[src/rtl/simplex_aspect_ratio_marker_defines.svh]
// ----------------------------------------------------------------------------
// Simplex aspect-ratio marker assertion macros
// Concurrent check wrappers clocked on i_clk and disabled in reset.
// ----------------------------------------------------------------------------
`ifndef SIMPLEX_ASPECT_RATIO_MARKER_DEFINES_SVH
`define SIMPLEX_ASPECT_RATIO_MARKER_DEFINES_SVH

`ifndef SYNTHESIS
// Same-cycle property, checked at every edge out of reset
`define SARM_ASSERT(lbl, prop, msg) \
    lbl: assert property (@(posedge i_clk) disable iff (!i_rst_n) (prop)) \
        else $error(msg);
// Antecedent now, consequent in the next cycle
`define SARM_ASSERT_NEXT(lbl, ante, cons, msg) \
    lbl: assert property (@(posedge i_clk) disable iff (!i_rst_n) (ante) |=> (cons)) \
        else $error(msg);
`else
`define SARM_ASSERT(lbl, prop, msg)
`define SARM_ASSERT_NEXT(lbl, ante, cons, msg)
`endif

`endif

[src/rtl/sarm_pkg.sv]
// ----------------------------------------------------------------------------
// sarm_pkg
// Shared widths, register codes and job control type of the marker.
// ----------------------------------------------------------------------------
`default_nettype none

package sarm_pkg;

    localparam int COORD_W  = 24;
    localparam int GEN_W    = 8;
    localparam int DIM_W    = 2;
    localparam int LEVEL_W  = 8;
    localparam int THR_W    = 16;
    localparam int LEN_W    = 50;
    localparam int SPLIT_W  = 32;
    localparam int HI_W     = LEN_W - SPLIT_W;
    localparam int PROD_W   = THR_W + LEN_W;
    localparam int APB_DW   = 32;
    localparam int APB_AW   = 4;
    localparam int QDEPTH   = 2;
    localparam int QPTR_W   = 1;
    localparam int QCNT_W   = 2;

    localparam logic [DIM_W-1:0]   DIM_RST   = 2'd2;
    localparam logic [LEVEL_W-1:0] LEVEL_RST = 8'd0;
    localparam logic [THR_W-1:0]   THR_RST   = 16'd100;

    typedef enum logic [1:0] {
        REG_DIM   = 2'd0,
        REG_LEVEL = 2'd1,
        REG_THR   = 2'd2
    } t_reg_idx;

    typedef struct packed {
        logic [DIM_W-1:0] dim;
        logic             skip;
        logic             last;
    } t_job_ctl;

endpackage

`default_nettype wire

[src/rtl/sarm_vtx_if.sv]
// ----------------------------------------------------------------------------
// sarm_vtx_if
// Vertex channel: one vertex word per handshake.
// ----------------------------------------------------------------------------
`default_nettype none

interface sarm_vtx_if import sarm_pkg::*; ();
    logic                      valid;
    logic                      ready;
    logic signed [COORD_W-1:0] coord_a;
    logic signed [COORD_W-1:0] coord_b;
    logic signed [COORD_W-1:0] coord_c;
    logic [GEN_W-1:0]          generation;
    logic                      last_simplex;

    modport source (
        output valid, coord_a, coord_b, coord_c, generation, last_simplex,
        input  ready
    );
    modport sink (
        input  valid, coord_a, coord_b, coord_c, generation, last_simplex,
        output ready
    );
endinterface

`default_nettype wire

[src/rtl/sarm_front.sv]
// ----------------------------------------------------------------------------
// sarm_front
// Gather vertices, classify the simplex and emit one job on its last vertex.
// ----------------------------------------------------------------------------
`default_nettype none

module sarm_front import sarm_pkg::*; #(
    parameter int MAX_DIM    = 3,
    parameter int COORD_BITS = 24
) (
    input  logic                                      i_clk,
    input  logic                                      i_rst_n,
    sarm_vtx_if.sink                                  i_vtx,
    input  logic [DIM_W-1:0]                          i_dim,
    input  logic [LEVEL_W-1:0]                        i_level,
    input  logic                                      i_clr,
    input  logic                                      i_q_full,
    output logic                                      o_push,
    output logic [MAX_DIM:0][MAX_DIM-1:0][COORD_BITS-1:0] o_job_pts,
    output t_job_ctl                                  o_job_ctl
);

    logic [DIM_W-1:0]                    r_count;
    logic [DIM_W-1:0]                    n_count;
    logic [COORD_BITS-1:0]               r_store [MAX_DIM][MAX_DIM];
    logic [MAX_DIM-1:0][COORD_BITS-1:0]  w_vin;
    logic                                w_complete;
    logic                                w_accept;

    // Low COORD_BITS of each used coordinate
    always_comb begin
        for (int p = 0; p < MAX_DIM; p++) begin
            if (p == 0) begin
                w_vin[p] = i_vtx.coord_a[COORD_BITS-1:0];
            end else if (p == 1) begin
                w_vin[p] = i_vtx.coord_b[COORD_BITS-1:0];
            end else begin
                w_vin[p] = i_vtx.coord_c[COORD_BITS-1:0];
            end
        end
    end

    assign w_complete  = (r_count == i_dim);
    assign i_vtx.ready = !w_complete || !i_q_full;
    assign w_accept    = i_vtx.valid && i_vtx.ready;
    assign o_push      = w_accept && w_complete;

    always_comb begin
        n_count = r_count;
        if (i_clr) begin
            n_count = '0;
        end else if (w_accept) begin
            n_count = w_complete ? '0 : DIM_W'(r_count + 1'b1);
        end
    end

    always_ff @(posedge i_clk) begin
        if (!i_rst_n) begin
            r_count <= '0;
        end else begin
            r_count <= n_count;
        end
    end

    // Hold earlier vertices of the simplex
    always_ff @(posedge i_clk) begin
        if (w_accept && !w_complete) begin
            for (int v = 0; v < MAX_DIM; v++) begin
                if (r_count == DIM_W'(v)) begin
                    for (int p = 0; p < MAX_DIM; p++) begin
                        r_store[v][p] <= w_vin[p];
                    end
                end
            end
        end
    end

    // The closing vertex lands in row dim
    for (genvar v = 0; v < MAX_DIM; v++) begin : g_row
        for (genvar p = 0; p < MAX_DIM; p++) begin : g_col
            assign o_job_pts[v][p] = (i_dim == DIM_W'(v)) ? w_vin[p] : r_store[v][p];
        end
    end
    assign o_job_pts[MAX_DIM] = w_vin;

    assign o_job_ctl.dim  = i_dim;
    assign o_job_ctl.skip = (i_vtx.generation < i_level);
    assign o_job_ctl.last = i_vtx.last_simplex;

endmodule

`default_nettype wire

[src/flat_wrapper.sv]
// flat-port wrapper written by rule: the top's interface ports become plain ports
module sarm_front_flat import sarm_pkg::*;
#(
    parameter int MAX_DIM    = 3,
    parameter int COORD_BITS = 24
)
  (i_clk, i_rst_n, i_dim, i_level, i_clr, i_q_full, o_push, o_job_pts, o_job_ctl, i_vtx_valid, i_vtx_coord_a, i_vtx_coord_b, i_vtx_coord_c, i_vtx_generation, i_vtx_last_simplex, i_vtx_ready);
  sarm_vtx_if i_vtx_i ();
  input  logic i_clk;
  input  logic i_rst_n;
  input  logic [DIM_W-1:0] i_dim;
  input  logic [LEVEL_W-1:0] i_level;
  input  logic i_clr;
  input  logic i_q_full;
  output logic o_push;
  output logic [MAX_DIM:0][MAX_DIM-1:0][COORD_BITS-1:0] o_job_pts;
  output t_job_ctl o_job_ctl;
  input wire logic [$bits(i_vtx_i.valid)-1:0] i_vtx_valid;
  input wire logic [$bits(i_vtx_i.coord_a)-1:0] i_vtx_coord_a;
  input wire logic [$bits(i_vtx_i.coord_b)-1:0] i_vtx_coord_b;
  input wire logic [$bits(i_vtx_i.coord_c)-1:0] i_vtx_coord_c;
  input wire logic [$bits(i_vtx_i.generation)-1:0] i_vtx_generation;
  input wire logic [$bits(i_vtx_i.last_simplex)-1:0] i_vtx_last_simplex;
  output wire logic [$bits(i_vtx_i.ready)-1:0] i_vtx_ready;
  assign i_vtx_i.valid = i_vtx_valid;
  assign i_vtx_i.coord_a = i_vtx_coord_a;
  assign i_vtx_i.coord_b = i_vtx_coord_b;
  assign i_vtx_i.coord_c = i_vtx_coord_c;
  assign i_vtx_i.generation = i_vtx_generation;
  assign i_vtx_i.last_simplex = i_vtx_last_simplex;
  assign i_vtx_ready = i_vtx_i.ready;
  sarm_front #(.MAX_DIM(MAX_DIM), .COORD_BITS(COORD_BITS)) u_core (.i_clk(i_clk), .i_rst_n(i_rst_n), .i_vtx(i_vtx_i), .i_dim(i_dim), .i_level(i_level), .i_clr(i_clr), .i_q_full(i_q_full), .o_push(o_push), .o_job_pts(o_job_pts), .o_job_ctl(o_job_ctl));
endmodule
[config.mk]
export PLATFORM = sky130hd
export DESIGN_NAME = sarm_front_flat
export DESIGN_NICKNAME = d
export VERILOG_FILES = /design/src/rtl/simplex_aspect_ratio_marker_defines.svh /design/src/rtl/sarm_pkg.sv /design/src/rtl/sarm_vtx_if.sv /design/src/rtl/sarm_front.sv /design/src/flat_wrapper.sv
export SDC_FILE = /design/constraint.sdc
export NUM_CORES = 1
export LEC_CHECK = 0
export BUFFER_PORTS_ARGS = -buffer_cell sky130_fd_sc_hd__clkbuf_2
export CAP_MARGIN = 20
export CORE_MARGIN = 5
export CORE_UTILIZATION = 45
export DETAILED_ROUTE_END_ITERATION = 12
export PLACE_DENSITY = 0.74
export SLEW_MARGIN = 20
export SYNTH_ARGS = -nofsm -noshare
export SYNTH_HDL_FRONTEND = slang
export SYNTH_SLANG_ARGS = --single-unit
[constraint.sdc]
create_clock -name i_clk -period 3.7 [get_ports i_clk]
set_clock_uncertainty 0.15 [all_clocks]
set_input_delay 0.185 -clock i_clk [delete_from_list [all_inputs] [get_ports i_clk]]
set_output_delay 0.185 -clock i_clk [all_outputs]
set_load 0.02 [all_outputs]
Word-level counts from Yosys, hierarchy flattened

Memories as Yosys holds them, arrays and structs flattened.
Index checks and enable logic that the tools add are counted.

Register bits: 2
Bits in latches: 0
Bits in writable memories: 216
Memory bits (read-only): 0
Bits of input ports: 96
Output and inout port bits: 294
Logic and storage cells: 46
Memories: 1

Add/subtract/negate cells: 1
Multiply operators: 0
Divide/modulo/power cells: 0
$lt $le $gt $ge: 1
Eq/ne operators: 5
Shifts and indexed selects: 0
Mux-type cells: 25
Bitwise logic cells: 1
Reductions and logical operators: 11

Memories:

| memory         | depth | width | read ports | clocked after Yosys merged registers in | wr ports | RTL line         | text |
|---|---|---|---|---|---|---|---|
| u_core.r_store | 3     | 72    | 3          | 0                                       | 1        | sarm_front.sv:25 | `logic [COORD_BITS-1:0] r_store [MAX_DIM][MAX_DIM];` |

Operators by type and width:

| cell                  | number |
|---|---|
| $mux W24              | 9 |
| $mux W72              | 2 |
| $reduce_or A72 Y1     | 2 |
| $mux W1               | 11 |
| $lt A8 B8 Y1          | 1 |
| $mux W2               | 3 |
| $eq A2 B1 Y1 const B  | 2 |
| $eq A2 B2 Y1 const B  | 2 |
| $logic_not A2 Y1      | 2 |
| $logic_and A1 B1 Y1   | 3 |
| $add A2 B1 Y2 const B | 1 |
| $eq A2 B2 Y1          | 1 |
| $logic_not A1 Y1      | 2 |
| $reduce_or A2 Y1      | 1 |
| $logic_or A1 B1 Y1    | 1 |
| $not A1 Y1            | 1 |

Longest topological paths before layout

Depth after elaboration: 10
Mapped depth: 5
Gate-level depth less buffers: 5

Worst setup path before layout

OpenSTA, ideal clock, no wires.

Path type: reg-to-reg
From: register u_core.r_count[1]
To: memory u_core.r_store[1][0] (netlist name), enable pin
Setup time: 0.439 ns
Arrival time: 2.519 ns
Required time: 3.111 ns
Setup slack: 0.592 ns
Cell stages (with the launch flop): 4
Buffers on the path: 0
Period minus slack after synthesis: 3.108 ns
Cell sequence: dfxtp_1 xor2_1 or2_2 and3_1

Word-level cells in the longest chain between the ends: 10
Elaborated cells on any way between the ends: 23
Classes of those cells: eq/ne (3); mux (13); reduce/logical (7)

Ends and longest elaborated chain:

| element                                                          | RTL line                           | text |
|---|---|---|
| from (decl)                                                      | sarm_front.sv:23                   | `logic [DIM_W-1:0] r_count;` |
| from (signal assigned)                                           | sarm_front.sv:61                   | `r_count <= n_count;` |
| $eq A2 B2 Y1                                                     | sarm_front.sv:43                   | `assign w_complete = (r_count == i_dim);` |
| $logic_not A1 Y1                                                 | sarm_front.sv:44, sarm_front.sv:67 |  |
| $logic_or A1 B1 Y1                                               | sarm_front.sv:44                   | `assign i_vtx.ready = !w_complete \|\| !i_q_full;` |
| $logic_and A1 B1 Y1                                              | sarm_front.sv:45                   | `assign w_accept = i_vtx.valid && i_vtx.ready;` |
| $logic_and A1 B1 Y1                                              | sarm_front.sv:67                   | `if (w_accept && !w_complete) begin` |
| $mux W1                                                          | sarm_front.sv:67                   |  |
| $mux W1 (implied by the code)                                    | sarm_front.sv:71                   | `r_store[v][p] <= w_vin[p];` |
| $reduce_or A72 Y1 (no line)                                      | n/a                                |  |
| $mux W2 (no line) / $mux W1 (equally long branches) (2 in a row) | n/a                                |  |
| to (decl)                                                        | sarm_front.sv:25                   |  |

Several ways; a longest one is shown, not always the timed one.

Worst setup path in the final report

From: register u_core.r_count[1]
To: memory u_core.r_store[2][43] (netlist name), enable pin

Same word-level chain as after synthesis.

==> results.txt <==
* Routability-driven placement congestion ratio: 0.787
- Synth area leaders: edfxtp_1, mux2_4, mux2_2, buf_4, buf_12
* Highest-count cells in the layout ignoring fill and taps: clkbuf_2, edfxtp_1, mux2_4
- The routed layout has 6403 vias.
- Height of the die: 165 um
- Switching power total: 0.00151 W
- Dividing the final minimum period by the clock period gives 65.3%.
- The first global-routing pass estimated 37600 um of wire.
- Setup violations remaining at the end of the flow were counted as 0.
* Switching Share: 25.0%
- Combinational cells account for 16.8% of the total power.
- At the pin with the least slew margin, the transition time is 1.06 ns.
- For this run, the total global-route usage over all layers was measured as 17.4%.
- In the final timing run, aggregate negative setup slack is 0 ns.
* CTS hold repair buffers: 77
- After technology mapping, the gate count stands at 582.
- Mean routed wirelength per cell: 19.1 um
- The number of failing hold endpoints at the final stage is 0.
- For this design the static power due to leakage is 6.10 nW.
* Post-CTS setup buffers: 0
- After global routing the overflow that remains totals 0.
- The run finished with clean final reports.
- Syn_area_per_cell: 18.5 um^2
* Startpoint types: flip-flop
- Of the total power, the clock network draws 36.3%.
- Once detailed placement completed, the half-perimeter wirelength came to 16000 um.
- Areal power density over the cells: 435 nW/um^2
- Portion of the post-synthesis area used by sequential elements: 60.7%
- In the final design database the tool counted 1088 nets.
* Critical setup path kind: flip-flop to flip-flop
- CTS built an H-tree with a depth of 1.
- Number of DRC markers after the initial detailed-route iteration: 223
* Number of top-level design ports: 390
- During synthesis, Yosys emitted a total of 0 warnings.
- Detailed-route vias per instance: 4.86
- The internal power of the cells totals 0.00452 W.
- Synthesis instantiated 30 different standard cells from the library.
* ANT nets after route: 0
- For this run, design rule violations remaining after detail routing come to 0.
- Number of nets produced by synthesis: 688
* Buffers on Ports: 387
- Num CTS Buffers: 24
- Peak Freq: 0.414 GHz
- The path class of the tightest hold or removal check is input port to primary output.
* Placement row count: 56
- Area share of the largest cell type after synthesis: 60.3%
- The number of antenna violations at the first check in global routing is 1.
- Cells with a size suffix above 1 make up 65.0% of the layout.
- Worst-skew pair later-pin latency: 0.50 ns
- Die area: 27100 um^2
- Leaving out fill and tap cells, the most frequent cell in the layout is clkbuf_2.
- Sink count of the clock tree: 218
- TritonCTS clock tree: yes
- Across the VDD grid, the largest voltage drop is 360 uV.
* Number of global-route vias before repair: 6780
- Clock buffer depth: 3
* Part of the total power dissipated in sequential elements: 46.9%
- Entering global routing, the biggest net connects 73 pins.
- Mapped Area: 10800 um^2
- At the placement stage, the worst setup path has a slack of 1.25 ns.
- Clock-pin slew on the worst setup and hold paths: 0.06 ns
* Layout overhead on the synthesized area: 28.8%
- Unrepaired setup endpoints after global routing: false
- Final Max Tran Viols: 0
* Number of register bits inferred by synthesis: 218
* Max-cap violations: 0
* Register-to-register path setup slack: 1.28 ns
- Count of TritonRoute iterations in the first routing pass: 4
* Worst setup margin: 1.28 ns
- At the worst endpoint, the arrival time is 2.38 ns.
- CP Max Fanout: 72
* Resize count post-CTS: 0
* Slew headroom: 29.6%
* Core footprint: 23500 um^2
* Biggest area consumer among synthesized cells: edfxtp_1
- In this run the clock root is driven by a clkbuf_16.
- After layout, the minimum clock period comes to 2.42 ns.
* Critical path data required time: 3.66 ns
- Initial cell density of the core: 45.8%
- The die is 165 um wide.
- Critical path capture point type: flip-flop
* Final WL: 25200 um
==> power by group through the flow <==
stage	Combinational, W	Clock [W]	Sequential, W
after global placement	0.000936	0	0.00288
after floorplan	0.000667	0	0.00288
after global routing	0.00108	0.00236	0.00283
after CTS	0.00101	0.00227	0.00283
final	0.00101	0.00219	0.00283
after detailed placement	0.000944	0	0.00288
==> area by class of cell <==
class,count,area [um^2]
repair buffers,472,2830
clock inverters,13,92.6
inverters,10,37.5
fillers,1771,9630
clock buffers,28,637
well taps,319,399
multi-input cells,256,3320
diodes,1,2.50
flip-flops and latches,218,6530
==> worst max-delay path, stage by stage (launching register included) <==
cell	delay, ns
dfxtp_1	0.39
xor2_1	0.34
or2_2	0.21
and3_4	0.88
==> per-layer routing <==
layer,share of wire (%),vias to the layer above,GRT usage (%)
met5,0,-,0
met4,3.7,0,6.31
met3,7.7,63,4.67
met2,50,273,31.0
met1,39,3126,20.2
li1,-,2941,-
==> stage by stage <==
step	power [W]	hold WS, ns	instance area, um^2	util [%]	instances
global route	0.00627	0.220	13800	59.0	1317
finish	0.00603	0.220	13800	59.0	1317
global placement	0.00381	0.220	12300	52.4	1196
floorplan	0.00354	0.134	10800	-	582
CTS	0.00611	0.220	13800	58.7	1314
detailed placement	0.00382	0.220	12300	52.4	1196
==> path summary, 6_finish.rpt <==
path / from / endpoint / cells past startpoint
setup / recovery: u_core.r_count[1] / u_core.r_store[2][43] / 3
hold / removal: i_vtx_last_simplex / o_job_ctl[0] / 0
setup reg to reg: u_core.r_count[1] / u_core.r_store[2][43] / 3
hold reg to reg: u_core.r_count[0] / u_core.r_store[1][35] / 2
==> logic make-up after synthesis <==
family / share of synthesized area, %
AO/OA/AOI/OAI: 0.803
XOR/XNOR: 0.233
adder cells (fa/ha/maj): 1.16
buffers and inverters: 8.73
flip-flops: 60.7
multiplexers: 27.5
AND/OR/NAND/NOR: 0.873
==> cells in the mapped netlist, drive strengths merged <==
cell	instances
or2	1
ha	10
nand2b	4
dfxtp	2
o22a	1
edfxtp	216
nand2	2
mux2	216
xor2	2
nand3	1
a211oi	1
a2111oi	1
inv	10
o311a	1
a21oi	3
o21ai	1
buf	98
and3	4
nor2	3
o31a	1
o21a	2
o211ai	1
nand4	1
==> state kept, by name, summed over array words and instances (netlist names) <==
register        flops
u_core.r_store    216
u_core.r_count      2
Note: power is estimated with default switching activity, not from simulation.
