`src/rtl/simplex_aspect_ratio_marker_defines.svh`:
```
// ----------------------------------------------------------------------------
// Simplex aspect-ratio marker assertion macros
// Concurrent check wrappers clocked on i_clk and disabled in reset.
// ----------------------------------------------------------------------------
`ifndef SIMPLEX_ASPECT_RATIO_MARKER_DEFINES_SVH
`define SIMPLEX_ASPECT_RATIO_MARKER_DEFINES_SVH

`ifndef SYNTHESIS
// Same-cycle property, checked at every edge out of reset
`define SARM_ASSERT(lbl, prop, msg) \
    lbl: assert property (@(posedge i_clk) disable iff (!i_rst_n) (prop)) \
        else $error(msg);
// Antecedent now, consequent in the next cycle
`define SARM_ASSERT_NEXT(lbl, ante, cons, msg) \
    lbl: assert property (@(posedge i_clk) disable iff (!i_rst_n) (ante) |=> (cons)) \
        else $error(msg);
`else
`define SARM_ASSERT(lbl, prop, msg)
`define SARM_ASSERT_NEXT(lbl, ante, cons, msg)
`endif

`endif

```
`src/rtl/sarm_pkg.sv`:
```
// ----------------------------------------------------------------------------
// sarm_pkg
// Shared widths, register codes and job control type of the marker.
// ----------------------------------------------------------------------------
`default_nettype none

package sarm_pkg;

    localparam int COORD_W  = 24;
    localparam int GEN_W    = 8;
    localparam int DIM_W    = 2;
    localparam int LEVEL_W  = 8;
    localparam int THR_W    = 16;
    localparam int LEN_W    = 50;
    localparam int SPLIT_W  = 32;
    localparam int HI_W     = LEN_W - SPLIT_W;
    localparam int PROD_W   = THR_W + LEN_W;
    localparam int APB_DW   = 32;
    localparam int APB_AW   = 4;
    localparam int QDEPTH   = 2;
    localparam int QPTR_W   = 1;
    localparam int QCNT_W   = 2;

    localparam logic [DIM_W-1:0]   DIM_RST   = 2'd2;
    localparam logic [LEVEL_W-1:0] LEVEL_RST = 8'd0;
    localparam logic [THR_W-1:0]   THR_RST   = 16'd100;

    typedef enum logic [1:0] {
        REG_DIM   = 2'd0,
        REG_LEVEL = 2'd1,
        REG_THR   = 2'd2
    } t_reg_idx;

    typedef struct packed {
        logic [DIM_W-1:0] dim;
        logic             skip;
        logic             last;
    } t_job_ctl;

endpackage

`default_nettype wire

```
`src/rtl/sarm_res_if.sv`:
```
// ----------------------------------------------------------------------------
// sarm_res_if
// Result channel: one verdict word per completed simplex.
// ----------------------------------------------------------------------------
`default_nettype none

interface sarm_res_if import sarm_pkg::*; ();
    logic             valid;
    logic             ready;
    logic             marked;
    logic             skipped;
    logic [LEN_W-1:0] longest_edge_sq;
    logic [LEN_W-1:0] shortest_edge_sq;
    logic             pass_end;

    modport source (
        output valid, marked, skipped, longest_edge_sq, shortest_edge_sq, pass_end,
        input  ready
    );
    modport sink (
        input  valid, marked, skipped, longest_edge_sq, shortest_edge_sq, pass_end,
        output ready
    );
endinterface

`default_nettype wire

```
`src/rtl/sarm_back.sv`:
```
// ----------------------------------------------------------------------------
// sarm_back
// Edge-length sequencer, ratio test and result register.
// ----------------------------------------------------------------------------
`default_nettype none

module sarm_back import sarm_pkg::*; #(
    parameter int MAX_DIM    = 3,
    parameter int COORD_BITS = 24
) (
    input  logic                                      i_clk,
    input  logic                                      i_rst_n,
    input  logic [MAX_DIM:0][MAX_DIM-1:0][COORD_BITS-1:0] i_job_pts,
    input  t_job_ctl                                  i_job_ctl,
    input  logic                                      i_q_empty,
    output logic                                      o_pop,
    input  logic [THR_W-1:0]                          i_thr,
    sarm_res_if.source                                o_res
);

    localparam int SQ_W  = 2 * COORD_BITS;
    localparam int SUM_W = 2 * COORD_BITS + 2;

    typedef enum logic [6:0] {
        S_IDLE = 7'b0000001,
        S_SQ   = 7'b0000010,
        S_ACC  = 7'b0000100,
        S_MLO  = 7'b0001000,
        S_MHI  = 7'b0010000,
        S_CMP  = 7'b0100000,
        S_DONE = 7'b1000000
    } t_bstate;

    t_bstate                                   r_state;
    t_bstate                                   n_state;
    logic [MAX_DIM:0][MAX_DIM-1:0][COORD_BITS-1:0] r_pts;
    logic [DIM_W-1:0]                          r_dim;
    logic                                      r_skip;
    logic                                      r_last;
    logic [DIM_W-1:0]                          r_i;
    logic [DIM_W-1:0]                          r_j;
    logic [DIM_W-1:0]                          r_p;
    logic                                      r_first;
    logic [SQ_W-1:0]                           r_sq;
    logic [SUM_W-1:0]                          r_acc;
    logic [LEN_W-1:0]                          r_long;
    logic [LEN_W-1:0]                          r_short;
    logic [THR_W+SPLIT_W-1:0]                  r_plo;
    logic [THR_W+HI_W-1:0]                     r_phi;
    logic                                      r_marked;
    logic                                      r_o_vld;
    logic                                      r_o_marked;
    logic                                      r_o_skip;
    logic [LEN_W-1:0]                          r_o_long;
    logic [LEN_W-1:0]                          r_o_short;
    logic                                      r_o_end;

    logic [COORD_BITS-1:0]   w_ca;
    logic [COORD_BITS-1:0]   w_cb;
    logic signed [COORD_BITS:0] w_diff;
    logic [COORD_BITS:0]     w_neg;
    logic [COORD_BITS-1:0]   w_mag;
    logic [SUM_W-1:0]        w_sum;
    logic [LEN_W-1:0]        w_sum_ext;
    logic                    w_edge_last;
    logic                    w_all_done;
    logic [PROD_W-1:0]       w_prod;
    logic                    w_marked;
    logic                    w_o_free;

    // Pick coordinate p of vertices i and j
    always_comb begin
        w_ca = '0;
        w_cb = '0;
        for (int v = 0; v <= MAX_DIM; v++) begin
            for (int p = 0; p < MAX_DIM; p++) begin
                if (r_i == DIM_W'(v) && r_p == DIM_W'(p)) begin
                    w_ca = r_pts[v][p];
                end
                if (r_j == DIM_W'(v) && r_p == DIM_W'(p)) begin
                    w_cb = r_pts[v][p];
                end
            end
        end
    end

    assign w_diff = $signed({w_ca[COORD_BITS-1], w_ca}) - $signed({w_cb[COORD_BITS-1], w_cb});
    assign w_neg  = -w_diff;
    assign w_mag  = w_diff[COORD_BITS] ? w_neg[COORD_BITS-1:0] : w_diff[COORD_BITS-1:0];

    assign w_sum       = r_acc + SUM_W'(r_sq);
    assign w_sum_ext   = LEN_W'(w_sum);
    assign w_edge_last = (r_p == DIM_W'(r_dim - 1'b1));
    assign w_all_done  = (r_j == r_dim) && (r_i == DIM_W'(r_dim - 1'b1));
    assign w_prod      = (PROD_W'(r_phi) << SPLIT_W) + PROD_W'(r_plo);
    assign w_marked    = (PROD_W'(r_long) > w_prod);
    assign w_o_free    = !r_o_vld || o_res.ready;
    assign o_pop       = (r_state == S_IDLE) && !i_q_empty;

    always_comb begin
        n_state = r_state;
        case (r_state)
            S_IDLE: begin
                if (!i_q_empty) begin
                    n_state = i_job_ctl.skip ? S_DONE : S_SQ;
                end
            end
            S_SQ:   n_state = S_ACC;
            S_ACC: begin
                if (w_edge_last && w_all_done) begin
                    n_state = S_MLO;
                end else begin
                    n_state = S_SQ;
                end
            end
            S_MLO:  n_state = S_MHI;
            S_MHI:  n_state = S_CMP;
            S_CMP:  n_state = S_DONE;
            S_DONE: begin
                if (w_o_free) begin
                    n_state = S_IDLE;
                end
            end
            default: n_state = S_IDLE;
        endcase
    end

    always_ff @(posedge i_clk) begin
        if (!i_rst_n) begin
            r_state <= S_IDLE;
            r_o_vld <= 1'b0;
        end else begin
            r_state <= n_state;
            if (r_state == S_DONE && w_o_free) begin
                r_o_vld <= 1'b1;
            end else if (o_res.ready) begin
                r_o_vld <= 1'b0;
            end
        end
    end

    always_ff @(posedge i_clk) begin
        case (r_state)
            S_IDLE: begin
                if (!i_q_empty) begin
                    r_pts    <= i_job_pts;
                    r_dim    <= i_job_ctl.dim;
                    r_skip   <= i_job_ctl.skip;
                    r_last   <= i_job_ctl.last;
                    r_i      <= '0;
                    r_j      <= DIM_W'(1);
                    r_p      <= '0;
                    r_first  <= 1'b1;
                    r_acc    <= '0;
                    r_long   <= '0;
                    r_short  <= '0;
                    r_marked <= 1'b0;
                end
            end
            S_SQ: begin
                r_sq <= w_mag * w_mag;
            end
            S_ACC: begin
                if (w_edge_last) begin
                    r_acc   <= '0;
                    r_p     <= '0;
                    r_first <= 1'b0;
                    if (r_first) begin
                        r_long  <= w_sum_ext;
                        r_short <= w_sum_ext;
                    end else begin
                        if (w_sum_ext > r_long) begin
                            r_long <= w_sum_ext;
                        end
                        if (w_sum_ext < r_short) begin
                            r_short <= w_sum_ext;
                        end
                    end
                    // advance to the next vertex pair
                    if (r_j == r_dim) begin
                        r_i <= DIM_W'(r_i + 1'b1);
                        r_j <= DIM_W'(r_i + 2'd2);
                    end else begin
                        r_j <= DIM_W'(r_j + 1'b1);
                    end
                end else begin
                    r_acc <= w_sum;
                    r_p   <= DIM_W'(r_p + 1'b1);
                end
            end
            S_MLO: begin
                r_plo <= i_thr * r_short[SPLIT_W-1:0];
            end
            S_MHI: begin
                r_phi <= i_thr * r_short[LEN_W-1:SPLIT_W];
            end
            S_CMP: begin
                r_marked <= w_marked;
            end
            S_DONE: begin
                if (w_o_free) begin
                    r_o_marked <= r_marked;
                    r_o_skip   <= r_skip;
                    r_o_long   <= r_long;
                    r_o_short  <= r_short;
                    r_o_end    <= r_last;
                end
            end
            default: begin
                r_acc <= '0;
            end
        endcase
    end

    assign o_res.valid            = r_o_vld;
    assign o_res.marked           = r_o_marked;
    assign o_res.skipped          = r_o_skip;
    assign o_res.longest_edge_sq  = r_o_long;
    assign o_res.shortest_edge_sq = r_o_short;
    assign o_res.pass_end         = r_o_end;

endmodule

`default_nettype wire
```
`src/flat_wrapper.sv`:
```
// flat-port wrapper written by rule: the top's interface ports become plain ports
module sarm_back_flat import sarm_pkg::*;
#(
    parameter int MAX_DIM    = 3,
    parameter int COORD_BITS = 24
)
  (i_clk, i_rst_n, i_job_pts, i_job_ctl, i_q_empty, o_pop, i_thr, o_res_valid, o_res_marked, o_res_skipped, o_res_longest_edge_sq, o_res_shortest_edge_sq, o_res_pass_end, o_res_ready);
  sarm_res_if o_res_i ();
  input  logic i_clk;
  input  logic i_rst_n;
  input  logic [MAX_DIM:0][MAX_DIM-1:0][COORD_BITS-1:0] i_job_pts;
  input  t_job_ctl i_job_ctl;
  input  logic i_q_empty;
  output logic o_pop;
  input  logic [THR_W-1:0] i_thr;
  output wire logic [$bits(o_res_i.valid)-1:0] o_res_valid;
  output wire logic [$bits(o_res_i.marked)-1:0] o_res_marked;
  output wire logic [$bits(o_res_i.skipped)-1:0] o_res_skipped;
  output wire logic [$bits(o_res_i.longest_edge_sq)-1:0] o_res_longest_edge_sq;
  output wire logic [$bits(o_res_i.shortest_edge_sq)-1:0] o_res_shortest_edge_sq;
  output wire logic [$bits(o_res_i.pass_end)-1:0] o_res_pass_end;
  input wire logic [$bits(o_res_i.ready)-1:0] o_res_ready;
  assign o_res_valid = o_res_i.valid;
  assign o_res_marked = o_res_i.marked;
  assign o_res_skipped = o_res_i.skipped;
  assign o_res_longest_edge_sq = o_res_i.longest_edge_sq;
  assign o_res_shortest_edge_sq = o_res_i.shortest_edge_sq;
  assign o_res_pass_end = o_res_i.pass_end;
  assign o_res_i.ready = o_res_ready;
  sarm_back #(.MAX_DIM(MAX_DIM), .COORD_BITS(COORD_BITS)) u_core (.i_clk(i_clk), .i_rst_n(i_rst_n), .i_job_pts(i_job_pts), .i_job_ctl(i_job_ctl), .i_q_empty(i_q_empty), .o_pop(o_pop), .i_thr(i_thr), .o_res(o_res_i));
endmodule
```
`config.mk`:
```
export PLATFORM = sky130hd
export DESIGN_NAME = sarm_back_flat
export DESIGN_NICKNAME = d
export VERILOG_FILES = /design/src/rtl/simplex_aspect_ratio_marker_defines.svh /design/src/rtl/sarm_pkg.sv /design/src/rtl/sarm_res_if.sv /design/src/rtl/sarm_back.sv /design/src/flat_wrapper.sv
export SDC_FILE = /design/constraint.sdc
export NUM_CORES = 2
export LEC_CHECK = 0
export ABC_AREA = 1
export BUFFER_PORTS_ARGS = -buffer_cell sky130_fd_sc_hd__clkbuf_2
export CAP_MARGIN = 0
export CORE_UTILIZATION = 65
export CTS_BUF_LIST = sky130_fd_sc_hd__clkbuf_4 sky130_fd_sc_hd__clkbuf_8
export CTS_CLUSTER_SIZE = 10
export DETAILED_ROUTE_END_ITERATION = 6
export PLACE_DENSITY = 0.84
export SYNTH_ARGS = -nofsm -noshare
export SYNTH_HDL_FRONTEND = slang
export SYNTH_SLANG_ARGS = --single-unit
```
`constraint.sdc`:
```
create_clock -name i_clk -period 36.7 [get_ports i_clk]
set_clock_uncertainty 0.2 [all_clocks]
set_input_delay 7.34 -clock i_clk [delete_from_list [all_inputs] [get_ports i_clk]]
set_output_delay 7.34 -clock i_clk [all_outputs]
set_load 0.005 [all_outputs]
```
== After elaboration in Yosys (flattened, before gate mapping) ==
Index checks and enable logic that the tools add are counted.

* Equality and inequality tests: 24
* Muxes and demuxes: 58
* Bitwise gates (word level): 2
* Divide/modulo/power cells: 0
* Add/subtract/negate cells: 9
* Reduce and logical (&&, ||, !) cells: 48
* Shift operators: 0
* $lt $le $gt $ge: 3
* Multiply operators: 3

{| class="wikitable"
|+ Operators by type and width
! cell !! number
|-
| $mux W24 || 25
|-
| $mux W50 || 8
|-
| $pmux W50 S2 || 2
|-
| $pmux W50 S3 || 1
|-
| $add A66 B48 Y66 || 1
|-
| $gt A50 B66 Y1 || 1
|-
| $add A50 B48 Y50 || 1
|-
| $gt A50 B50 Y1 || 1
|-
| $lt A50 B50 Y1 || 1
|-
| $pmux W7 S7 || 1
|-
| $mul A16 B32 Y48 || 1
|-
| $mul A24 B24 Y48 || 1
|-
| $mul A16 B18 Y34 || 1
|-
| $logic_and A1 B1 Y1 || 28
|-
| $sub A24 B24 Y25 || 1
|-
| $neg A24 Y24 || 1
|-
| $mux W7 || 3
|-
| $mux W2 || 7
|-
| $pmux W2 S2 || 3
|-
| $reduce_and A2 Y1 || 6
|-
| $reduce_and A4 Y1 || 3
|-
| $eq A2 B2 Y1 const B || 5
|-
| $eq A7 B1 Y1 const B || 1
|-
| $eq A7 B2 Y1 const B || 1
|-
| other kinds (23) || 43
|}

* Flip-flop bits (word level): 691
* Input bits: 312
* Latch bits: 0
* Memories kept: 0
* Output and inout port bits: 105
* Logic and storage cells: 180
* Memory bits (writable): 0
* Memory bits (read-only): 0

== Longest topological paths before layout ==
* Depth in word-level cells: 18
* Gate-level depth with buffers: 65
* Gate-level depth less buffers: 63

== Worst setup path after synthesis ==
No wires, ideal clock.

* Path kind: input to output
* Start point: input port i_q_empty
* End point: output port o_pop
* Slack: 9.774 ns
* Stages: 1
* Arrival time: 19.386 ns
* Path buffers: 0
* Data required time: 29.160 ns
* Cells stage by stage: nor2_1

* Cells in the longest elaborated chain, start to end: 2

{| class="wikitable"
|+ RTL lines
! element !! line !! RTL
|-
| start: declaration || flat_wrapper.sv:13 || <nowiki>input logic i_q_empty;</nowiki>
|-
| $logic_not A1 Y1 || sarm_back.sv:98 || <nowiki>assign o_pop = (r_state == S_IDLE) && !i_q_empty;</nowiki>
|-
| $logic_and A1 B1 Y1 || sarm_back.sv:98 ||
|-
| end: declaration || flat_wrapper.sv:14 || <nowiki>output logic o_pop;</nowiki>
|}

Every way passes these cells.

== Worst setup path after layout ==
Ends and elaborated chain as after synthesis.

==> metrics.txt <==
die area around 120000 µm²; f_max ~65 MHz; post-synth top area share 0.271; routed via count between 60000 and 70000; initial antenna violation count between 50 and 60; grt total ovfl 0; final setup margin between 20 and 25 ns; pre-CTS setup slack between 20 and 25 ns; Clk Tree Root Cell clkbuf_8; WL final about 230000 µm; Ports approximately 420; RSZ-0062 raised after global routing no; synthesized flop and latch total 690; Tcrit/Tclk final 0.421; average wire per cell in the routed design between 20 and 25 µm; Post-CTS Repair Setup Buffers 0; Bufs and invs on worst path 2; Cells after Synth ~8900; CP Data Required Time 29.16 ns; Die Wd approximately 350 µm; final setup TNS 0 ns; endpoints failing hold 0; vias in the first global route ~67000; Synth area leader fa_1; row count 127; initial DRC count between 6000 and 7000; endpoints failing setup 0; clock-pin slew on the worst setup and hold paths 0.06 ns; Crit Path Max Fanout 5; Synth Cell Area approximately 80000 µm²; ys flop type edfxtp_1; Antenna Violating Nets Remaining 0; fin cells about 11000; slew at the pin with the worst max-slew slack approximately 1.3 ns; Syn Nets ~11000; CTS Buf Count approximately 110; CP arrival ~8 ns; crit start category input port; Post-synth ARST share 0; global-route wire length before repair ~360000 µm; Crit. End Element output port; status complete, but fails checks; CTS tree yes; Starting Density 0.656; Synth cell types 60; core box area between 100000 and 150000 µm²; area growth from synthesis to layout 7.56%; Routability Congestion between 0.9 and 1; Clock Latency Late Sink around 0.9 ns; hold_buf cts 0; fillers 9000; H-tree levels 3; DRC viols 11; FF/Latch Area between 20000 and 25000 µm²; cell breakdown of the critical path clkbuf_2 -> nor2_4 -> clkbuf_2; failing checks design-rule violations; multi-input logic area between 40000 and 50000 µm²; fin area 84600 µm²; Ys Warns 0; Rel. slew slack 0.106; largest cells by area after synthesis fa_1, edfxtp_1, ha_1; CP most frequent cell clkbuf_2; fin. max-slew vios 0; CTS sink count 690; CP max-delay cell clkbuf_2; Vias/cell 5.81; type of the worst min-delay path register to register; Placed Instances between 10000 and 15000; WS Path Type input port to output port; number of buffers added on ports between 400 and 500; EDFF count, synth about 680; post-synthesis sequential area ratio 0.262; hpwl dp between 150000 and 200000 µm; PostCTS Resize Cnt 0; aggregate global-route resource usage 0.379; placed cell areas 82100 µm²; largest net degree at the start of global routing approximately 200; worst-case clock buffer depth 3; share of cells above drive strength 1 0.0851; Die H about 350 µm; syn avg cell area between 8 and 9 µm²; post-layout min period around 15 ns; Critical Path Max Stage Delay ~0.24 ns; Crit path max-delay family buffers and inverters; fin nets roughly 11000; drt pass-1 iters 7; total of max-cap violations 0
[layout make-up]
class	instances	share of cell area
diodes	47	0.00139
clock buffers	128	0.0196
clock inverters	74	0.00884
inverters	2053	0.0911
multi-input cells	5834	0.579
flip-flops and latches	690	0.244
well taps	1612	0.0238
repair buffers	501	0.0323
[worst reg2reg max path: cells and delay by family, from the launching register on]
kind | cells | cell delay [ns]
simple gates | 19 | 3.42
buf+inv | 10 | 2.44
compound gates | 12 | 2.45
flops | 1 | 0.45
xor+xnor | 1 | 0.28
fa+ha+maj | 11 | 4.88
[placed cells by master, fill, tap and decap left out, types with 13 or more instances in the layout]
| master | instances |
|---|---|
| nand2_2 | 18 |
| nor2_2 | 19 |
| xor2_1 | 122 |
| xnor2_1 | 77 |
| clkinv_1 | 32 |
| nor2_1 | 658 |
| o21a_1 | 23 |
| o21bai_1 | 15 |
| diode_2 | 47 |
| buf_4 | 84 |
| nand2_1 | 1708 |
| clkbuf_8 | 111 |
| clkbuf_4 | 17 |
| o211ai_1 | 105 |
| nor3_1 | 51 |
| clkbuf_2 | 416 |
| o21ai_0 | 384 |
| fa_1 | 1065 |
| a21o_1 | 13 |
| nand3_1 | 246 |
| ha_1 | 643 |
| edfxtp_1 | 682 |
| clkinv_2 | 26 |
| nand4_1 | 49 |
| a31oi_1 | 68 |
| inv_2 | 26 |
| inv_1 | 2019 |
| nor4_1 | 18 |
| o22ai_1 | 13 |
| a21oi_1 | 406 |
[through the flow]
| step | utilization | hold slack (ns) |
|---|---|---|
| after floorplan | - | 0.200 |
| after global placement | 0.684 | 0.201 |
| after detailed placement | 0.684 | 0.206 |
| after CTS | 0.704 | 0.219 |
| after global routing | 0.705 | 0.230 |
| final | 0.705 | 0.221 |
[synth_stat cells, types with 25 or more instances]
master    number
nand2_1     1708
nor3_1        51
xnor2_1       77
nand4_1       49
a31oi_1       68
o21ai_0      384
nand3_1      246
fa_1        1065
xor2_1       123
clkbuf_1     307
edfxtp_1     682
ha_1         643
a21oi_1      409
inv_2         25
nor2_1       660
o211ai_1     105
inv_1       2020
[final timing paths]
| kind | start | endpoint | slack [ns] | cells past startpoint |
|---|---|---|---|---|
| min reg2reg | u_core.r_marked | u_core.o_res.marked | 0.22 | 0 |
| max reg2reg | u_core.r_p[0] | u_core.r_sq[46] | 22.38 | 53 |
| max | i_q_empty | o_pop | 21.23 | 3 |
| min | u_core.r_marked | u_core.o_res.marked | 0.22 | 0 |
[logic make-up after synthesis]
logic type	count (synthesis)	synth area share
AND/OR/NAND/NOR	2819	0.145
adder cells (fa/ha/maj)	1708	0.373
flip-flops	690	0.262
XOR/XNOR	208	0.0242
AO/OA/AOI/OAI	1099	0.0789
buffers and inverters	2399	0.116
[layer usage]
layer	vias up	wire, µm	track usage
met3	917	23900	0.0883
met4	10	15400	0.234
li1	28300	-	-
met5	-	72	0
met2	3706	105000	0.609
met1	30600	81200	0.464
[state kept, by name, indices dropped and copies added, names as in the netlist]
| signal | count |
|---|---|
| u_core.r_pts | 288 |
| u_core.o_res.longest_edge_sq | 50 |
| u_core.o_res.shortest_edge_sq | 50 |
| u_core.r_acc | 50 |
| u_core.r_long | 50 |
| u_core.r_short | 50 |
| u_core.r_plo | 48 |
| u_core.r_sq | 47 |
| u_core.r_phi | 34 |
| u_core.r_state | 7 |
| u_core.r_dim | 2 |
| u_core.r_i | 2 |
| u_core.r_j | 2 |
| u_core.r_p | 2 |
| u_core.o_res.marked | 1 |
| u_core.o_res.pass_end | 1 |
| u_core.o_res.skipped | 1 |
| u_core.o_res.valid | 1 |
| u_core.r_first | 1 |
| u_core.r_last | 1 |
| u_core.r_marked | 1 |
| u_core.r_skip | 1 |
Power is not shown: default switching activity piles up to over one toggle a cycle in this logic, so the estimate is an artifact.
