## src/rtl/simplex_aspect_ratio_marker_defines.svh

```systemverilog
// ----------------------------------------------------------------------------
// Simplex aspect-ratio marker assertion macros
// Concurrent check wrappers clocked on i_clk and disabled in reset.
// ----------------------------------------------------------------------------
`ifndef SIMPLEX_ASPECT_RATIO_MARKER_DEFINES_SVH
`define SIMPLEX_ASPECT_RATIO_MARKER_DEFINES_SVH

`ifndef SYNTHESIS
// Same-cycle property, checked at every edge out of reset
`define SARM_ASSERT(lbl, prop, msg) \
    lbl: assert property (@(posedge i_clk) disable iff (!i_rst_n) (prop)) \
        else $error(msg);
// Antecedent now, consequent in the next cycle
`define SARM_ASSERT_NEXT(lbl, ante, cons, msg) \
    lbl: assert property (@(posedge i_clk) disable iff (!i_rst_n) (ante) |=> (cons)) \
        else $error(msg);
`else
`define SARM_ASSERT(lbl, prop, msg)
`define SARM_ASSERT_NEXT(lbl, ante, cons, msg)
`endif

`endif

```

## src/rtl/sarm_pkg.sv

```systemverilog
// ----------------------------------------------------------------------------
// sarm_pkg
// Shared widths, register codes and job control type of the marker.
// ----------------------------------------------------------------------------
`default_nettype none

package sarm_pkg;

    localparam int COORD_W  = 24;
    localparam int GEN_W    = 8;
    localparam int DIM_W    = 2;
    localparam int LEVEL_W  = 8;
    localparam int THR_W    = 16;
    localparam int LEN_W    = 50;
    localparam int SPLIT_W  = 32;
    localparam int HI_W     = LEN_W - SPLIT_W;
    localparam int PROD_W   = THR_W + LEN_W;
    localparam int APB_DW   = 32;
    localparam int APB_AW   = 4;
    localparam int QDEPTH   = 2;
    localparam int QPTR_W   = 1;
    localparam int QCNT_W   = 2;

    localparam logic [DIM_W-1:0]   DIM_RST   = 2'd2;
    localparam logic [LEVEL_W-1:0] LEVEL_RST = 8'd0;
    localparam logic [THR_W-1:0]   THR_RST   = 16'd100;

    typedef enum logic [1:0] {
        REG_DIM   = 2'd0,
        REG_LEVEL = 2'd1,
        REG_THR   = 2'd2
    } t_reg_idx;

    typedef struct packed {
        logic [DIM_W-1:0] dim;
        logic             skip;
        logic             last;
    } t_job_ctl;

endpackage

`default_nettype wire

```

## src/rtl/sarm_queue.sv

```systemverilog
// ----------------------------------------------------------------------------
// sarm_queue
// Two-entry job queue between the front and the back.
// ----------------------------------------------------------------------------
`default_nettype none

module sarm_queue import sarm_pkg::*; #(
    parameter int DATA_W = 8
) (
    input  logic              i_clk,
    input  logic              i_rst_n,
    input  logic              i_push,
    input  logic [DATA_W-1:0] i_data,
    input  logic              i_pop,
    output logic [DATA_W-1:0] o_data,
    output logic              o_empty,
    output logic              o_full
);

    logic [DATA_W-1:0] r_mem [QDEPTH];
    logic [QPTR_W-1:0] r_wr_ptr;
    logic [QPTR_W-1:0] r_rd_ptr;
    logic [QCNT_W-1:0] r_cnt;

    assign o_empty = (r_cnt == '0);
    assign o_full  = (r_cnt == QCNT_W'(QDEPTH));
    assign o_data  = r_mem[r_rd_ptr];

    always_ff @(posedge i_clk) begin
        if (!i_rst_n) begin
            r_wr_ptr <= '0;
            r_rd_ptr <= '0;
            r_cnt    <= '0;
        end else begin
            if (i_push) begin
                r_wr_ptr <= QPTR_W'(r_wr_ptr + 1'b1);
            end
            if (i_pop) begin
                r_rd_ptr <= QPTR_W'(r_rd_ptr + 1'b1);
            end
            if (i_push && !i_pop) begin
                r_cnt <= QCNT_W'(r_cnt + 1'b1);
            end else if (i_pop && !i_push) begin
                r_cnt <= QCNT_W'(r_cnt - 1'b1);
            end
        end
    end

    always_ff @(posedge i_clk) begin
        if (i_push) begin
            r_mem[r_wr_ptr] <= i_data;
        end
    end

endmodule

`default_nettype wire

```

## config.mk

```make
export PLATFORM = sky130hd
export DESIGN_NAME = sarm_queue
export DESIGN_NICKNAME = d
export VERILOG_FILES = /design/src/rtl/simplex_aspect_ratio_marker_defines.svh /design/src/rtl/sarm_pkg.sv /design/src/rtl/sarm_queue.sv
export SDC_FILE = /design/constraint.sdc
export NUM_CORES = 1
export LEC_CHECK = 0
export ABC_AREA = 0
export BUFFER_PORTS_ARGS = -buffer_cell sky130_fd_sc_hd__buf_2
export CAP_MARGIN = 10
export CELL_PAD_IN_SITES_DETAIL_PLACEMENT = 2
export CELL_PAD_IN_SITES_GLOBAL_PLACEMENT = 2
export CORE_MARGIN = 2
export CORE_UTILIZATION = 30
export DETAILED_ROUTE_END_ITERATION = 7
export PLACE_DENSITY = 0.67
export SYNTH_ARGS = -nofsm -noshare
export SYNTH_HDL_FRONTEND = slang
export SYNTH_SLANG_ARGS = --single-unit
```

## constraint.sdc

```tcl
create_clock -name i_clk -period 1.1 [get_ports i_clk]
set_clock_uncertainty 0.05 [all_clocks]
set_input_delay 0.22 -clock i_clk [delete_from_list [all_inputs] [get_ports i_clk]]
set_output_delay 0.22 -clock i_clk [all_outputs]
set_load 0.005 [all_outputs]
```

# After elaboration in Yosys (flattened, before gate mapping)
# Memory sizes are Yosys's and may differ from the RTL's. A register that Yosys moved wholly into a read port is not among the register bits.
# Index checks and enable logic that the tools add are counted.
word_totals:
  ram_bits: 16
  out_inout_bits: 10
  memories: 1
  wordCells: 21
  reg_bits: 4
op_classes:
  n_mux: 6
  reduce_logical: 6
  eq_ne: 1
  n_addsub: 4
mem_list:
  columns: ["name", "depth", "word_bits", "read_ports", "rd_ports_with_merged_regs", "wr", "line_no", "text"]
  rows:
  - ["r_mem", 2, 8, 1, 1, 1, "sarm_queue.sv:20", "logic [DATA_W-1:0] r_mem [QDEPTH];"]
op_table:
  columns: ["cell", "count"]
  rows:
  - ["2-to-1 mux 1 bit", 4]
  - ["2-to-1 mux 2 bit", 2]
  - ["adder 1 bit (second input constant)", 2]
  - ["adder 2 x 1 -> 2 bit (second input constant)", 1]
  - ["equality test 2 bit (second input constant)", 1]
  - ["logical AND 1 bit", 2]
  - ["zero test 1 bit", 2]
  - ["zero test 2 bit", 1]
  - ["nonzero test 2 bit", 1]
  - ["subtractor 2 x 1 -> 2 bit (second input constant)", 1]

# Logic depth before layout (Yosys ltp)
# Gate-level depths: netlist (run 1).
logic_depth:
  depth_word: 4
  ltp_mapped: 5
  depth_no_buf: 5

# Worst setup path after synthesis (run 1)
# Ideal clock, no wire load.
synth_path:
  kind: "reg-to-reg"
  start: "register r_wr_ptr"
  end: "memory r_mem[0][0] (enable)"
  stages_incl_launch_ff: 2
  required_ns: 0.675
  arrival_ns: 0.730
  synth_period_minus_slack_ns: 1.154
  n_path_buf: 0
  setup_slack_ns: -0.054
  path_cell_list: "dfxtp_1 -> nor2b_1"
synth_rtl:
  columns: ["element", "line_no", "text"]
  rows:
  - ["start, declared", "sarm_queue.sv:21", "logic [QPTR_W-1:0] r_wr_ptr;"]
  - ["start signal, assigned", "sarm_queue.sv:36", "r_wr_ptr <= QPTR_W'(r_wr_ptr + 1'b1);"]
  - ["end, declared", "sarm_queue.sv:20", null]
# No word-level cell before the write port.

==> results of run 1 <==
## worst paths after layout
| kind | from | end | depth (start not counted) |
|---|---|---|---|
| setup reg to reg | r_cnt[0] | r_cnt[1] | 4 |
| hold reg to reg | r_rd_ptr | flip-flop | 2 |
| setup / recovery | flip-flop | o_data[2] | 3 |
| hold / removal | i_data[3] | r_mem[0][3] | 1 |
## cells in the mapped netlist, drive strengths merged
master / n / area share
xnor2: 1 / 0.011
o21ai: 1 / 0.0063
dfxtp: 5 / 0.13
or3: 1 / 0.0079
buf: 1 / 0.0063
mux2: 8 / 0.11
a21boi: 1 / 0.0095
and2b: 1 / 0.011
nor2: 1 / 0.0047
ha: 1 / 0.016
and2: 4 / 0.031
edfxtp: 16 / 0.60
xor2: 2 / 0.022
nor2b: 2 / 0.016
inv: 1 / 0.0047
o21a: 1 / 0.0095
## power by group
group | total (mW) | internal [mW] | switching (mW)
registers | 0.935 | 0.911 | 0.0238
clock network | 0.351 | 0.141 | 0.210
logic | 0.334 | 0.216 | 0.118
total | 1.62 | 1.27 | 0.352
## repair_timing
item / in CTS / in global routing
gates resized for setup: 19 / 1
buffers inserted: 1 / 1
pin swaps: 1 / 1
endpoints found under the setup margin: 11 / 11
## logic make-up (layout without fill, tap and decap cells)
kind of cell,Yosys count,in the layout,synth area share
adders and majority gates,1,1,0.01575
DFF,21,21,0.7307
muxes,8,8,0.1134
AOI/OAI and AO/OA,3,3,0.02520
and+or+nand+nor,9,9,0.07086
xor gates and xnor gates,3,3,0.03308
buffers and inverters,2,34,0.01101
## through the flow
| stage | setup WS [ps] | power [mW] | setup TNS [ps] |
|---|---|---|---|
| global route | -426.7 | 1.712 | -3782 |
| detailed placement | -138.7 | 1.205 | -1643 |
| finish | -379.3 | 1.620 | -3223 |
| floorplan | 19.32 | 1.064 | 0 |
| global placement | -100.2 | 1.190 | -1136 |
| CTS | -396.6 | 1.643 | -3433 |
## area by class of cell
| cell class | count | area [sq um] |
|---|---|---|
| Sequential cell | 21 | 584.3 |
| Tap cell | 30 | 37.54 |
| Clock buffer | 4 | 26.28 |
| Inverter | 1 | 3.754 |
| Fill cell | 250 | 1343 |
| Multi-Input combinational cell | 24 | 252.7 |
| Timing Repair Buffer | 29 | 252.7 |
## routing by layer
metal,part of all wire,vias to the layer above
met4,0.0066,0
met5,0,-
li1,-,238
met3,0.054,2
met1,0.40,253
met2,0.54,16
## registers in the layout (all words and copies together) (netlist names), named ones only
register,cells
r_mem,16
r_cnt,2
r_rd_ptr,1
r_wr_ptr,1
==> run metrics, run 1 <==
status=complete, but fails checks; failing checks=setup timing; Critical Path End Type=primary output; initial antenna violation count=0; PwrDens=1400 nW/um^2; period utilization=1.345; crit-path cells=buf_12 > mux2_4 > buf_6; commonest non-fill, non-tap cell in the layout=edfxtp_1; CTS tree=done; Layout area overhead=45.67%; LEAKAGE=0.4778 nW; Worst EP required=830 ps; Crit path max-delay family=flip-flops; R2R setup slack=-80 ps; chip width=55.46 um; routed len/inst=13.97 um; synth warn=0; DR vias/cell=4.670; Slew headroom=0.8859; vias post-DR=509; Cells after Synth=47; WS Path Type=reg2out; CTS Buf Count=3; met2 usage=0.1939; Slowest-stage cell, CP=dfxtp_2; Site Rows=18; core box area=2500 sq um; Min Hold Slack=56.71 ps; CTS Sinks=21; first-pass GRT wire length=2.559 mm; Synth Register Bits=21; met3 Use GR=0.03513; Final GP Congestion=0.6383; # H-tree levels=1; Startpoint Class=flip-flop; largest stage delay on the critical path=360 ps; peak supply drop=0.0006269 V; Detailed Route WL=1.523 mm; HP Class=in2reg; Crit Path Max Fanout=8; Final setup viols=11; Final Hold Vio Count=0; layer with the highest usage=met2; Final min period=1479 ps; Seq/Total Area, Yosys=0.7307; RSZ-0062 raised after global routing=yes; DRC Markers=0; measured slew at the worst slew-check pin=170.6 ps; hold_buf cts=0; I/O pins=22; largest net degree at the start of global routing=12; Synth Area per Inst=16.90 sq um; dpl cells=103; I/O Buffers=21; Post-Syn Nets=60; Synth cell types=16; die extent in y=55.46 um; Final Slew Violations=0; CTS Buffer Depth=2; Clock Pin Slew Worst Setup and Hold Paths=110 ps; GRT Util Overall=0.1124; Iteration-0 DRC Markers=12; crit path DAT=1210 ps; initial core utilization=0.3178; share of post-route cells with drive strength above 1=0.5949; number of buffers and inverters on the critical path=2; final instance area=1157 sq um; Max Clock Freq=0.6760 GHz; Placed Area=1030 sq um; grt ovf=0; die area=3076 sq um; Setup WS post-layout=-379.3 ps; GR Util met1=0.1299; root buffer cell=clkbuf_4; antenna-violating nets left=0; final std cells w/o fill=109; Final nets=93; Mapped Area=794.5 sq um; max_cap viols=0; most frequent cells in the layout=edfxtp_1, buf_2, mux2_4, buf_6, buf_4; 1st-pass router iterations=2; number of antenna repair diodes=0; clk_lat worst skew=290 ps; vias in the first global route=538; Final Util=0.4630; Detailed Place HPWL=1.119 mm
Note: power is estimated with default switching activity, not from simulation.
==> run 2, diff against run 1 <==
--- a/config.mk
+++ b/config.mk
@@ -14,6 +14,7 @@
 export CORE_UTILIZATION = 30
 export DETAILED_ROUTE_END_ITERATION = 7
 export PLACE_DENSITY = 0.67
+export RECOVER_POWER = 50
 export SYNTH_ARGS = -nofsm -noshare
 export SYNTH_HDL_FRONTEND = slang
 export SYNTH_SLANG_ARGS = --single-unit
==> constraint.sdc (replaced) <==
create_clock -name i_clk -period 1.1 [get_ports i_clk]
set_clock_uncertainty 0.05 [all_clocks]
set_input_delay 0.22 -clock i_clk [delete_from_list [all_inputs] [get_ports i_clk]]
set_output_delay 0.22 -clock i_clk [all_outputs]
set_load 0.02 [all_outputs]
==> run metrics, run 2 (synthesis gave the netlist of run 1 again) <==
status=complete, but fails checks; failing checks=setup timing; Detailed Route WL=1.487 mm (-2.4%); CTS tree=done; Critical R2R Capture=r_cnt[1]; vias post-DR=490 (-3.7%); R2R Path Start=r_cnt[0]; routed len/inst=13.77 um (-1.5%); Final min period=1493 ps (+14.08 ps); initial core utilization=0.3178 (unchanged); I/O Buffers=21 (unchanged); crit path DAT=1220 ps (about the same); Final GP Congestion=0.6175 (-3.3%); max_cap viols=0 (unchanged); Crit Path Max Fanout=8 (unchanged); final instance area=1165 sq um (+0.65%); CTS Buf Count=3 (unchanged); root buffer cell=clkbuf_4; CTS Sinks=21 (unchanged); Largest regs=r_mem x16, r_cnt x2; largest net degree at the start of global routing=13 (+1); 1st-pass router iterations=2 (unchanged); number of flip-flops in the largest register=16 (unchanged); RSZ-0062 raised after global routing=yes; commonest non-fill, non-tap cell in the layout=edfxtp_1; PwrDens=1462 nW/um^2 (+4.4%); die extent in y=55.46 um (unchanged); Max Clock Freq=0.6696 GHz (-0.94%); DRC Markers=0 (unchanged); initial antenna violation count=0 (unchanged); # H-tree levels=1 (unchanged); I/O pins=22 (unchanged); vias in the first global route=514 (-4.5%); number of antenna repair diodes=0 (unchanged); Setup WS pre-CTS=-155.5 ps (-16.74 ps); CP endpoint=o_data[2]; Critical Path End Type=primary output; antenna-violating nets left=0 (unchanged); Clock Pin Slew Worst Setup and Hold Paths=120 ps (about the same); GRT Util Overall=0.1051 (-0.007345); period utilization=1.358 (+0.01280); hold_buf cts=0 (unchanged); LEAKAGE=0.4660 nW (-2.5%); Setup WS post-layout=-393.4 ps (-14.08 ps); Biggest register=r_mem; Slew headroom=0.8831 (-0.002785); Worst EP required=830 ps (about the same); grt ovf=0 (unchanged); clk_lat worst skew=290 ps (about the same); Final Hold Vio Count=0 (unchanged); peak supply drop=0.0007233 V (+15%); Final nets=92 (-1.1%); core box area=2500 sq um (unchanged); Iteration-0 DRC Markers=5 (-7); Detailed Place HPWL=1.128 mm (+0.77%); most frequent cells in the layout=edfxtp_1, buf_6, mux2_4, buf_2, clkbuf_1; R2R depth=4 (unchanged); R2R setup slack=-130 ps (-50 ps); WS Path Type=reg2out; Final setup viols=11 (unchanged); measured slew at the worst slew-check pin=174.8 ps (+4.163 ps); die area=3076 sq um (unchanged); CTS Buffer Depth=2 (unchanged); Startpoint Class=flip-flop; Placed Area=1030 sq um (unchanged); chip width=55.46 um (unchanged); Final Slew Violations=0 (unchanged); Site Rows=18 (unchanged); Layout area overhead=46.61%; first-pass GRT wire length=2.497 mm (-2.4%); share of post-route cells with drive strength above 1=0.5385 (-0.05648); HP Class=in2reg; DR vias/cell=4.537 (-2.8%)
==> run 2: timing repair <==
action,CTS,global route
gates resized for setup,31,3
pin swaps,2,1
endpoints found under the setup margin,11,11
buffers inserted,1,0
==> run 2: worst max-delay path, cell delays in order (launching register included) <==
cell,delay [ps]
dfxtp_2,360
buf_12,140
mux2_4,300
buf_6,130
==> run 2: how the worst min path moves through the flow <==
stage	start	cells after the start	end
after floorplan	i_data[0]	0	r_mem[0][0]
after global placement	i_data[1]	1	r_mem[0][1]
after detailed placement	i_data[2]	1	r_mem[1][2]
after CTS	i_data[2]	1	r_mem[1][2]
after global routing	i_data[2]	1	r_mem[0][2]
final	i_data[2]	1	r_mem[0][2]
==> run 2: report_power, final <==
group | leakage [nW] | internal (mW) | switching, mW
Sequential | 0.193 | 0.911 | 0.0300
Clock | 0.0177 | 0.135 | 0.229
Combinational | 0.255 | 0.230 | 0.167
==> run 2: stage by stage <==
step / cells / power (mW) / hold WS, ps / util / TNS, ps
CTS: 108 / 1.714 / 41.04 / 0.4640 / -3747
global placement: 103 / 1.242 / 360.4 / 0.4119 / -1287
finish: 108 / 1.703 / 54.35 / 0.4660 / -3533
floorplan: 47 / 1.116 / 268.9 / - / -185.4
global route: 108 / 1.793 / 34.92 / 0.4660 / -4142
detailed placement: 103 / 1.260 / 365.8 / 0.4119 / -1762
==> run 2: per-layer routing <==
| metal | global-route usage | wire length, um | up-vias | part of all wire |
|---|---|---|---|---|
| li1 | - | - | 231 | - |
| met1 | 0.1151 | 589 | 241 | 0.40 |
| met2 | 0.1922 | 791 | 16 | 0.53 |
| met3 | 0.03279 | 99 | 2 | 0.067 |
| met4 | 0.03136 | 8 | 0 | 0.0054 |
| met5 | 0 | 0 | - | 0 |
==> run 2: cell type report <==
class	instances	area, sq um
fill	259	1335
inverter	1	3.754
sequential	21	586.8
tap	30	37.54
multi-input combinational	24	257.7
clock inverter	1	5.005
timing repair buffer	28	251.5
clock buffer	3	22.52
==> run 3, diff against run 2 <==
--- a/config.mk
+++ b/config.mk
@@ -12,6 +12,7 @@
 export CELL_PAD_IN_SITES_GLOBAL_PLACEMENT = 2
 export CORE_MARGIN = 2
 export CORE_UTILIZATION = 30
+export CTS_BUF_LIST = sky130_fd_sc_hd__clkbuf_16
 export DETAILED_ROUTE_END_ITERATION = 7
 export PLACE_DENSITY = 0.67
 export RECOVER_POWER = 50
==> run metrics, run 3 (synthesis gave the netlist of run 1 again) <==
number of buffers and inverters on the critical path=2 (unchanged); Site Rows=18 (unchanged); CTS Sinks=21 (unchanged); Final GP Congestion=0.6175 (unchanged); PwrDens=1734 nW/um^2 (+19%); Biggest register=r_mem; root buffer cell=clkbuf_16; Final Util=0.4865 (+0.02052); Final min period=1436 ps (-56.92 ps); Worst EP required=830 ps (about the same); Final setup viols=10 (-1); vias in the first global route=512 (-0.39%); chip width=55.46 um (unchanged); initial antenna violation count=0 (unchanged); GRT Util Overall=0.1124 (+0.007345); Iteration-0 DRC Markers=10 (+5); initial core utilization=0.3178 (unchanged); crit path DAT=1170 ps (-50 ps); Setup WS post-layout=-336.5 ps (+56.92 ps); LEAKAGE=0.4864 nW (+4.4%); routed len/inst=14.96 um (+8.7%); Startpoint Class=flip-flop; area taken by multi-input logic gates=257.7 sq um (unchanged); Final Slew Violations=0 (unchanged); Setup WS pre-CTS=-155.5 ps (unchanged); status=complete, but fails checks; I/O pins=22 (unchanged); share of post-route cells with drive strength above 1=0.5256 (-0.01282); CTS Buffer Depth=2 (unchanged); Final Hold Vio Count=0 (unchanged); crit-path cells=buf_12 > mux2_4 > buf_6; largest net degree at the start of global routing=13 (unchanged); DRC Markers=0 (unchanged); register area=586.8 sq um (unchanged); WS Path Type=reg2out; dpl cells=103 (unchanged); commonest non-fill, non-tap cell in the layout=edfxtp_1; most frequent cells in the layout=edfxtp_1, buf_6, mux2_4, clkbuf_1, buf_2; Crit Path Max Fanout=8 (unchanged); number of antenna repair diodes=0 (unchanged); Max Clock Freq=0.6961 GHz (+4.0%); hold_buf cts=0 (unchanged); Detailed Route WL=1.616 mm (+8.7%); grt ovf=0 (unchanged); CTS tree=done; 1st-pass router iterations=2 (unchanged); die area=3076 sq um (unchanged); die extent in y=55.46 um (unchanged); Layout area overhead=53.07%; Detailed Place HPWL=1.128 mm (unchanged); Largest regs=r_mem x16, r_cnt x2; Slowest-stage cell, CP=dfxtp_2; final std cells w/o fill=108 (unchanged); Min Hold Slack=106.4 ps (+52.02 ps); I/O Buffers=21 (unchanged); peak supply drop=0.001036 V (+43%); first-pass GRT wire length=2.525 mm (+1.1%); Clock Pin Slew Worst Setup and Hold Paths=60 ps (-60 ps); antenna-violating nets left=0 (unchanged); # H-tree levels=1 (unchanged); Final nets=92 (unchanged); measured slew at the worst slew-check pin=185.4 ps (+10.61 ps); CTS Buf Count=3 (unchanged); DR vias/cell=4.657 (+2.7%); vias post-DR=503 (+2.7%); Placed Area=1030 sq um (unchanged); Critical Path End Type=primary output; largest stage delay on the critical path=340 ps (-20 ps); HP Class=in2reg; core box area=2500 sq um (unchanged); clk_lat worst skew=250 ps (-40 ps); Slew headroom=0.8760 (-0.007097); Crit path max-delay family=flip-flops; max_cap viols=0 (unchanged); final instance area=1216 sq um (+4.4%); failing checks=setup timing; period utilization=1.306 (-0.05174); RSZ-0062 raised after global routing=yes; number of flip-flops in the largest register=16 (unchanged); Filler cells=251 (-3.1%)
## run 3: cell types whose count changed in the layout (fill, tap and decap cells not counted)
| cell | before | now |
|---|---|---|
| buf_2 | 6 | 5 |
| clkbuf_1 | 5 | 6 |
| clkbuf_16 | 0 | 3 |
| clkbuf_4 | 3 | 0 |
## run 3: cell type report
type	instances	area share
well taps	30	0.03086
flip-flops and latches	21	0.4825
inverters	1	0.003086
clock buffers	3	0.06173
clock inverters	1	0.004115
multi-input cells	24	0.2119
repair buffers	28	0.2058
## run 3: worst paths after layout
path | to | cells after the start | slack (ps) | startpoint
hold reg to reg | r_cnt[1] | 2 | 470 | r_cnt[1]
setup reg to reg | r_cnt[1] | 3 | 10 | r_cnt[0]
hold / removal | r_mem[1][0] | 1 | 110 | i_data[0]
setup / recovery | o_data[2] | 3 | -340 | flip-flop
## run 3: layer usage
| metal | up-vias | share of wire | global-route usage |
|---|---|---|---|
| met5 | - | 0 | 0 |
| met4 | 0 | 0.0062 | 0.05226 |
| met3 | 2 | 0.069 | 0.04684 |
| met2 | 18 | 0.56 | 0.2041 |
| met1 | 251 | 0.37 | 0.1090 |
| li1 | 232 | - | - |
## run 3: where the power goes
group          internal (mW)  switching, mW
clock                  0.488          0.276
combinational          0.230          0.170
sequential             0.913         0.0328
total                   1.63          0.478
## run 3: worst reg2reg max path: stages (launching register included)
cell,delay [ps]
dfxtp_4,360
xor2_1,180
or3_1,320
a21boi_1,120
## run 3: what timing repair did
action,4_1_cts,5_1_grt
gates cloned,0,0
setup endpoints to repair,11,11
buffers inserted,0,1
pin swaps,1,2
gates resized for setup,30,4
## run 3: per-stage QoR
stage / power (mW) / setup TNS [ps]
global route: 2.202 / -3185
detailed placement: 1.260 / -1762
finish: 2.109 / -2834
floorplan: 1.116 / -185.4
global placement: 1.242 / -1287
CTS: 2.092 / -2878
